<file path="config.mk">
export PLATFORM = sky130hd
export DESIGN_NAME = lps_control
export DESIGN_NICKNAME = d
export VERILOG_FILES = /design/src/hdl/lps_pkg.sv /design/src/hdl/lps_control.sv
export VERILOG_INCLUDE_DIRS = /design/src /design/src/hdl
export SDC_FILE = /design/constraint.sdc
export NUM_CORES = 1
export LEC_CHECK = 0
export BUFFER_PORTS_ARGS = -buffer_cell sky130_fd_sc_hd__buf_4
export CORE_MARGIN = 1
export CORE_UTILIZATION = 51
export DETAILED_ROUTE_END_ITERATION = 10
export PLACE_DENSITY = 0.84
export SLEW_MARGIN = 40
export SYNTH_ARGS = -nofsm -noshare
export SYNTH_HDL_FRONTEND = slang
export SYNTH_SLANG_ARGS = --single-unit
export TNS_END_PERCENT = 30
</file>
<file path="constraint.sdc">
create_clock -name clk -period 2.63 [get_ports clk]
set_clock_uncertainty 0.05 [all_clocks]
set_input_delay 0.3945 -clock clk [delete_from_list [all_inputs] [get_ports clk]]
set_output_delay 0.3945 -clock clk [all_outputs]
set_load 0.01 [all_outputs]
</file>
<file path="src/hdl/line_position_pid_steer_assert.svh">
// Assertion macros used by the steering controller's sequencer.
`ifndef LINE_POSITION_PID_STEER_ASSERT_SVH
`define LINE_POSITION_PID_STEER_ASSERT_SVH

// Antecedent implies consequent in the same cycle.
`define LPS_ASSERT_IMP(label, clk, rst, ante, cons, msg) \
  label: assert property (@(posedge clk) disable iff (rst) (ante) |-> (cons)) \
    else $error(msg);

// Antecedent implies consequent in the next cycle.
`define LPS_ASSERT_NEXT(label, clk, rst, ante, cons, msg) \
  label: assert property (@(posedge clk) disable iff (rst) (ante) |=> (cons)) \
    else $error(msg);

`endif

</file>
<file path="src/hdl/lps_pkg.sv">
// Shared types, constants and helper functions of the steering controller.
package lps_pkg;

  localparam int SENSOR_BITS_DEF = 12;
  localparam int NUM_SENSORS = 5;
  localparam int CFG_IDX_BITS = 3;
  localparam int CFG_DATA_BITS = 60;

  localparam logic [CFG_IDX_BITS-1:0] REG_MIN_THR  = 3'd0;
  localparam logic [CFG_IDX_BITS-1:0] REG_MAX_THR  = 3'd1;
  localparam logic [CFG_IDX_BITS-1:0] REG_GAIN_P   = 3'd2;
  localparam logic [CFG_IDX_BITS-1:0] REG_GAIN_I   = 3'd3;
  localparam logic [CFG_IDX_BITS-1:0] REG_GAIN_D   = 3'd4;
  localparam logic [CFG_IDX_BITS-1:0] REG_BASE     = 3'd5;

  localparam logic [59:0] MIN_THR_RESET = 60'd98540299539046750;
  localparam logic [59:0] MAX_THR_RESET = 60'd197080599078093500;
  localparam logic [15:0] GAIN_P_RESET = 16'd1024;
  localparam logic [15:0] GAIN_I_RESET = 16'd0;
  localparam logic [15:0] GAIN_D_RESET = 16'd307;
  localparam logic [7:0]  BASE_RESET   = 8'd25;

  // Divider width: magnitude operands up to 64 bits.
  localparam int DIV_BITS = 64;

  // The integral step divides a product below 2^30 by 1000 as a multiply by
  // ceil(2^40/1000) followed by a 40-bit right shift, exact over that range.
  localparam logic [30:0] INTEG_RECIP = 31'd1099511628;
  localparam int INTEG_SHIFT = 40;

  typedef enum logic [3:0] {
    ST_IDLE,
    ST_WEIGHT,
    ST_WEIGHT_WAIT,
    ST_POS,
    ST_POS_WAIT,
    ST_INTEG,
    ST_INTEG_WAIT,
    ST_DERIV,
    ST_DERIV_WAIT,
    ST_MUL_P,
    ST_MUL_I,
    ST_MUL_D,
    ST_FINISH,
    ST_OUT
  } lps_state_t;

  typedef enum logic [2:0] {
    DOP_NONE,
    DOP_WEIGHT,
    DOP_POS,
    DOP_DERIV
  } div_op_t;

  // Commands from the controller to the datapath.
  typedef struct packed {
    logic       load;
    logic [2:0] sensor;
    div_op_t    div_start;
    logic       weight_acc;
    logic       pos_take;
    logic       integ_prep;
    logic       integ_scale;
    logic       integ_take;
    logic       deriv_take;
    logic [1:0] mul_sel;
    logic       mul_go;
    logic       finish;
    logic       lost_finish;
  } lps_cmd_t;

  // Status from the datapath to the controller.
  typedef struct packed {
    logic div_done;
    logic sensor_hit;
    logic den_zero;
  } lps_status_t;

  function automatic logic signed [31:0] sat32(input logic signed [63:0] v);
    logic signed [31:0] r;
    if (v > 64'sd2147483647) r = 32'sh7FFFFFFF;
    else if (v < -64'sd2147483648) r = 32'sh80000000;
    else r = v[31:0];
    return r;
  endfunction

endpackage

</file>
<file path="src/hdl/lps_control.sv">
// Sequencer that steps the datapath through one control update.
module lps_control import lps_pkg::*; (
  input  logic        clk,
  input  logic        rst,
  input  logic        in_valid,
  output logic        in_ready,
  output logic        out_valid,
  input  logic        out_ready,
  output lps_cmd_t    cmd,
  input  lps_status_t status
);

  lps_state_t state;
  lps_state_t state_next;
  logic [2:0] sensor;
  logic [2:0] sensor_next;

  always_comb begin
    state_next = state;
    sensor_next = sensor;
    case (state)
      ST_IDLE: if (in_valid) begin
        state_next = ST_WEIGHT;
        sensor_next = '0;
      end
      ST_WEIGHT: begin
        if (status.sensor_hit) state_next = ST_WEIGHT_WAIT;
        else if (sensor == 3'(NUM_SENSORS - 1)) state_next = ST_POS;
        else sensor_next = sensor + 1'b1;
      end
      ST_WEIGHT_WAIT: if (status.div_done) begin
        if (sensor == 3'(NUM_SENSORS - 1)) state_next = ST_POS;
        else begin
          state_next = ST_WEIGHT;
          sensor_next = sensor + 1'b1;
        end
      end
      ST_POS: state_next = status.den_zero ? ST_OUT : ST_POS_WAIT;
      ST_POS_WAIT: if (status.div_done) state_next = ST_INTEG;
      ST_INTEG: state_next = ST_INTEG_WAIT;
      ST_INTEG_WAIT: state_next = ST_DERIV;
      ST_DERIV: state_next = ST_DERIV_WAIT;
      ST_DERIV_WAIT: if (status.div_done) state_next = ST_MUL_P;
      ST_MUL_P: state_next = ST_MUL_I;
      ST_MUL_I: state_next = ST_MUL_D;
      ST_MUL_D: state_next = ST_FINISH;
      ST_FINISH: state_next = ST_OUT;
      ST_OUT: if (out_ready) state_next = ST_IDLE;
      default: state_next = ST_IDLE;
    endcase
  end

  always_comb begin
    cmd = '0;
    cmd.div_start = DOP_NONE;
    cmd.sensor = sensor;
    in_ready = 1'b0;
    out_valid = 1'b0;
    case (state)
      ST_IDLE: begin
        in_ready = 1'b1;
        cmd.load = in_valid;
      end
      ST_WEIGHT: if (status.sensor_hit) cmd.div_start = DOP_WEIGHT;
      ST_WEIGHT_WAIT: cmd.weight_acc = status.div_done;
      ST_POS: begin
        if (status.den_zero) cmd.lost_finish = 1'b1;
        else cmd.div_start = DOP_POS;
      end
      ST_POS_WAIT: cmd.pos_take = status.div_done;
      ST_INTEG: cmd.integ_prep = 1'b1;
      ST_INTEG_WAIT: cmd.integ_scale = 1'b1;
      ST_DERIV: begin
        cmd.div_start = DOP_DERIV;
        cmd.integ_take = 1'b1;
      end
      ST_DERIV_WAIT: cmd.deriv_take = status.div_done;
      ST_MUL_P: begin
        cmd.mul_sel = 2'd0;
        cmd.mul_go = 1'b1;
      end
      ST_MUL_I: begin
        cmd.mul_sel = 2'd1;
        cmd.mul_go = 1'b1;
      end
      ST_MUL_D: begin
        cmd.mul_sel = 2'd2;
        cmd.mul_go = 1'b1;
      end
      ST_FINISH: cmd.finish = 1'b1;
      ST_OUT: out_valid = 1'b1;
      default: cmd = '0;
    endcase
  end

  always_ff @(posedge clk) begin
    if (rst) begin
      state <= ST_IDLE;
      sensor <= '0;
    end else begin
      state <= state_next;
      sensor <= sensor_next;
    end
  end

`include "line_position_pid_steer_assert.svh"

  `LPS_ASSERT_IMP(a_ready_only_idle, clk, rst, in_ready, !out_valid, "input and output both open")
  `LPS_ASSERT_NEXT(a_load_leaves_idle, clk, rst, cmd.load, state == ST_WEIGHT, "load did not start")
  `LPS_ASSERT_IMP(a_sensor_range, clk, rst, state == ST_WEIGHT, sensor < 3'(NUM_SENSORS), "sensor index out of range")

endmodule

</file>
Word-level counts from Yosys, hierarchy flattened
Index checks and enable logic that the tools add are counted.
{ "totals": {"ff_bits": 7, "latchBits": 0, "mem_bits_rw": 0, "rom_bits": 0, "in_bits": 7, "out_inout_bits": 20, "elab_cells": 61, "n_memories": 0} }
{ "op_classes": {"n_addsub": 1, "mul": 0, "div_mod_pow": 0, "magnitude_cmp": 0, "n_eq_ne": 21, "n_shift": 0, "muxes": 32, "n_bitwise": 0, "n_reduce_logical": 5} }
{ "op_table": {"columns": ["op", "n"], "rows": [
  ["4-bit one-hot mux with 14 select lines", 1],
  ["4-bit two-way mux", 8],
  ["3-bit one-hot mux with 3 select lines", 3],
  ["4-bit equality test, second input constant", 6],
  ["4-bit by 3-bit equality test with 1-bit output, second input constant", 4],
  ["3-bit two-way mux", 5],
  ["14-bit OR reduction", 1],
  ["1-bit two-way mux", 13],
  ["2-bit inequality test, second input constant", 6],
  ["4-bit by 2-bit equality test with 1-bit output, second input constant", 2],
  ["6-bit AND reduction", 1],
  ["4-bit by 1-bit equality test with 1-bit output, second input constant", 1],
  ["4-bit zero test", 1],
  ["2-bit two-way mux", 2],
  ["4-bit AND reduction", 1],
  ["3-bit by 1-bit adder with 3-bit output, second input constant", 1],
  ["3-bit equality test, second input constant", 1],
  ["3-bit inequality test, second input constant", 1],
  ["3-bit nonzero test", 1]
]} }

Logic depth before layout (Yosys ltp)
{ "depth": {"depth_word": 4, "mapped_depth": 6} }

Worst setup path after synthesis
OpenSTA, ideal clock, no wires.
{ "synth_timing": {"kind": "register -> output", "start": "register state[3]", "end": "output cmd[17] (netlist bit)", "t_arrival_ps": 1382, "required_time_ps": 2186, "setup_slack_ps": 804, "stages_incl_launch_ff": 5, "cell_sequence": "dfxtp_1 > buf_2 > buf_1 > nor4_1 > and2_1"} }
{ "synth_lines": {"columns": ["element", "line_no", "text"], "rows": [
  ["start: declaration", "lps_control.sv:13", "lps_state_t state;"],
  ["start signal: assignment", "lps_control.sv:101", "state <= state_next;"],
  ["end: declaration", "lps_control.sv:9", "output lps_cmd_t cmd,"]
]} }

==> results.yml <==
pwr:
  p_int_w: 0.000244
  switching_share: 0.369
  power.clock.fraction: 0.255
  leakage_nw: 0.365
  pwr-share-seq: 0.378
  power.switching_w: 0.000143
  ir_worst_vdd_v: 0.000316
  powerDensity_nw_per_um2: 441
  power.share.combinational: 0.367
clocking:
  clock_sink_count: 7
  number_of_hold_repair_buffers_added_at_the_cts_stage: 0
  path_clk_slew_ns: 0.05
  clk_latency_ns: 0.26
  cts-buffers-inserted: 3
  cts_tree: "built"
  clk_root_buffer_cell: "sky130_fd_sc_hd__clkbuf_4"
  cts_resized: 0
  clock_path_buffers: 2
  cts_setup_buffers: 0
  htree_num_levels: 1
route:
  detailroute.via_count: 792
  detail_route.wirelength_um: 1640
  drc: 0
  dr.first_iter.drc_count: 14
  drt_first_pass_iters: 4
  post_drt_wl_per_cell_um: 12.1
  ant_nets: 0
  vias_per_cell: 5.82
sta:
  final.period_utilization: 0.803
  finalSetupTns_ns: 0
  number_of_max_slew_violations_in_the_final_report: 0
  timing_worst_slew_pin_value_ns: 0.616
  report.final.hold_viol_count: 0
  fin_crit_ns: 2.11
  grt_setup_unrepaired: "no"
  max_slew_margin: 0.589
  setup_viol_count_final: 0
  hold_slack_ns: 0.314
  max_freq_mhz: 474
grt:
  grt_first_pass_wirelength_um: 2610
  antenna_found_initial: 0
  track_usage: 0.257
  via_count_of_the_first_global_routing_pass: 580
  grt_max_degree: 21
  global_route.overflow_total: 0
logic_synthesis:
  synthesis.instances: 103
  syn_nets: 112
  postSynthRegisterBits: 7
  syn_area_per_cell_um2: 6.78
  commonest_register_cell_after_synthesis: "sky130_fd_sc_hd__dfxtp_1"
  synth-async-reset-ratio: 0
  synth_cell_type_count: 38
  synth-warning-count: 0
  netlist_area_um2: 698
  sequential_share_of_the_synthesized_area: 0.201
  synth_enable_flop_cells: 0
place:
  place_hpwl_um: 1220
  place.gp.congestion: 0.810
  io_buffer_count: 25
hold_path:
  hold_path.class: "primary input to flip-flop"
  hold_path_startpoint: "rst"
setup_path:
  critical_path_arrival_ns: 1.67
  worstPathRequired_ns: 2.19
  r2r.worst_path.cells: 4
  critical_path.max_fanout: 18
  critPathLaunch: "state[1]"
  critical_setup_path_class: "flip-flop to primary output"
  endpoint_kind: "primary output"
  setup.worst_path.end: "cmd[10]"
  worst_r2r_endpoint: "state[1]"
  register_to_register_setup_slack_ns: 0.76
  regToRegStartpoint: "state[1]"
  setup.worst_path.start_class: "flip-flop"
cells_and_area:
  layout.cells.most_common: "sky130_fd_sc_hd__buf_4"
  fin_nets: 132
  num_antenna_cells: 0
  most_frequent_cells_in_the_layout: "25 x sky130_fd_sc_hd__buf_4, 18 x sky130_fd_sc_hd__nor2_1, 8 x sky130_fd_sc_hd__a21oi_1, 7 x sky130_fd_sc_hd__o21ai_0, 7 x sky130_fd_sc_hd__dfxtp_1"
  syn_to_final_growth_pct: 25.4
  post_route_cells_drive_above_1_share: 0.246
floorplan:
  placementRows: 12
  ioPinCount: 27
  die_x_um: 39
  die_area_um2: 1520
  design.core.area_um2: 1190
  start_util: 0.589
  die_height_um: 39
run_status:
  run_status: "finished clean"
run:
  timing.max_cap.violations: 0
cells by family (layout without fill, tap and decap cells):
family / Yosys count / after routing / share of synthesized area
AOI/OAI and AO/OA: 27 / 27 / 0.240
other: 1 / 1 / 0.00537
DFF: 7 / 7 / 0.201
adders and majority gates: 2 / 2 / 0.0358
xor gates and xnor gates: 1 / 1 / 0.0125
buffers and inverters: 14 / 33 / 0.0986
and+or+nand+nor: 49 / 49 / 0.371
muxes: 2 / 2 / 0.0358
worst min path at each step:
| stage | endpoint | slack, ns | cells after the start |
|---|---|---|---|
| 6_report | sensor[2] | 0.31 | 2 |
| 5_1_grt | sensor[2] | 0.31 | 2 |
| 4_1_cts | state[2] | 0.31 | 2 |
| 3_3_place_gp | sensor[1] | 0.46 | 2 |
| 2_1_floorplan | sensor[1] | 0.42 | 2 |
| 3_5_place_dp | sensor[1] | 0.47 | 2 |
power by group through the flow:
stage	clock, W	sequential [W]	combinational (W)
global route	0.000109	0.000149	0.000158
CTS	0.000101	0.000146	0.000142
global placement	0	0.000147	0.000140
finish	0.0000985	0.000146	0.000142
detailed placement	0	0.000148	0.000142
floorplan	0	0.000121	0.000127
through the flow:
step | area (um^2) | worst slack [ns] | util | std cells | total power, W
5_1_grt | 876 | 0.370 | 0.738 | 136 | 0.000416
3_3_place_gp | 850 | 0.825 | 0.716 | 132 | 0.000286
3_5_place_dp | 850 | 0.781 | 0.716 | 132 | 0.000290
2_1_floorplan | 698 | 0.804 | - | 103 | 0.000248
4_1_cts | 876 | 0.515 | 0.738 | 136 | 0.000389
6_report | 876 | 0.519 | 0.738 | 136 | 0.000386
synthesized netlist by cell type, types with 2 or more instances:
library cell | n | share of area
sky130_fd_sc_hd__buf_2 | 4 | 0.029
sky130_fd_sc_hd__o22ai_1 | 2 | 0.018
sky130_fd_sc_hd__o21ai_0 | 7 | 0.050
sky130_fd_sc_hd__nand2b_1 | 4 | 0.036
sky130_fd_sc_hd__nor2b_1 | 2 | 0.018
sky130_fd_sc_hd__nand2_1 | 5 | 0.027
sky130_fd_sc_hd__nand4_1 | 3 | 0.027
sky130_fd_sc_hd__a21o_1 | 2 | 0.021
sky130_fd_sc_hd__nor3_1 | 2 | 0.014
sky130_fd_sc_hd__ha_1 | 2 | 0.036
sky130_fd_sc_hd__buf_1 | 3 | 0.016
sky130_fd_sc_hd__nor4_1 | 4 | 0.036
sky130_fd_sc_hd__and2_1 | 4 | 0.036
sky130_fd_sc_hd__inv_1 | 4 | 0.021
sky130_fd_sc_hd__dfxtp_1 | 7 | 0.20
sky130_fd_sc_hd__a21oi_1 | 8 | 0.057
sky130_fd_sc_hd__nor2_1 | 18 | 0.097
sky130_fd_sc_hd__nor3b_1 | 2 | 0.021
worst max-delay path: stages (launching register included):
cell                       delay (ns)
sky130_fd_sc_hd__dfxtp_1         0.70
sky130_fd_sc_hd__nand2b_1        0.22
sky130_fd_sc_hd__nor4b_1         0.32
sky130_fd_sc_hd__buf_4           0.17
state kept, by name, indices dropped and copies added (netlist names):
| register | flops |
|---|---|
| sensor | 3 |
| state | 4 |
per-layer routing:
metal	share of wire	wire length (um)	track usage	up-vias
met5	0	0	0	-
met4	0.013	21	0.103	0
met3	0.047	77	0.0867	4
met2	0.47	775	0.367	19
met1	0.47	767	0.346	365
li1	-	-	-	404
final cells by class:
type                       count  area, um^2
multi-input combinational     82         489
fill                         101         310
timing repair buffer          25         188
sequential                     7         140
clock buffer                   4        26.3
tap                           14        17.5
inverter                       4        15.0
Power figures use the tool's default switching activity.
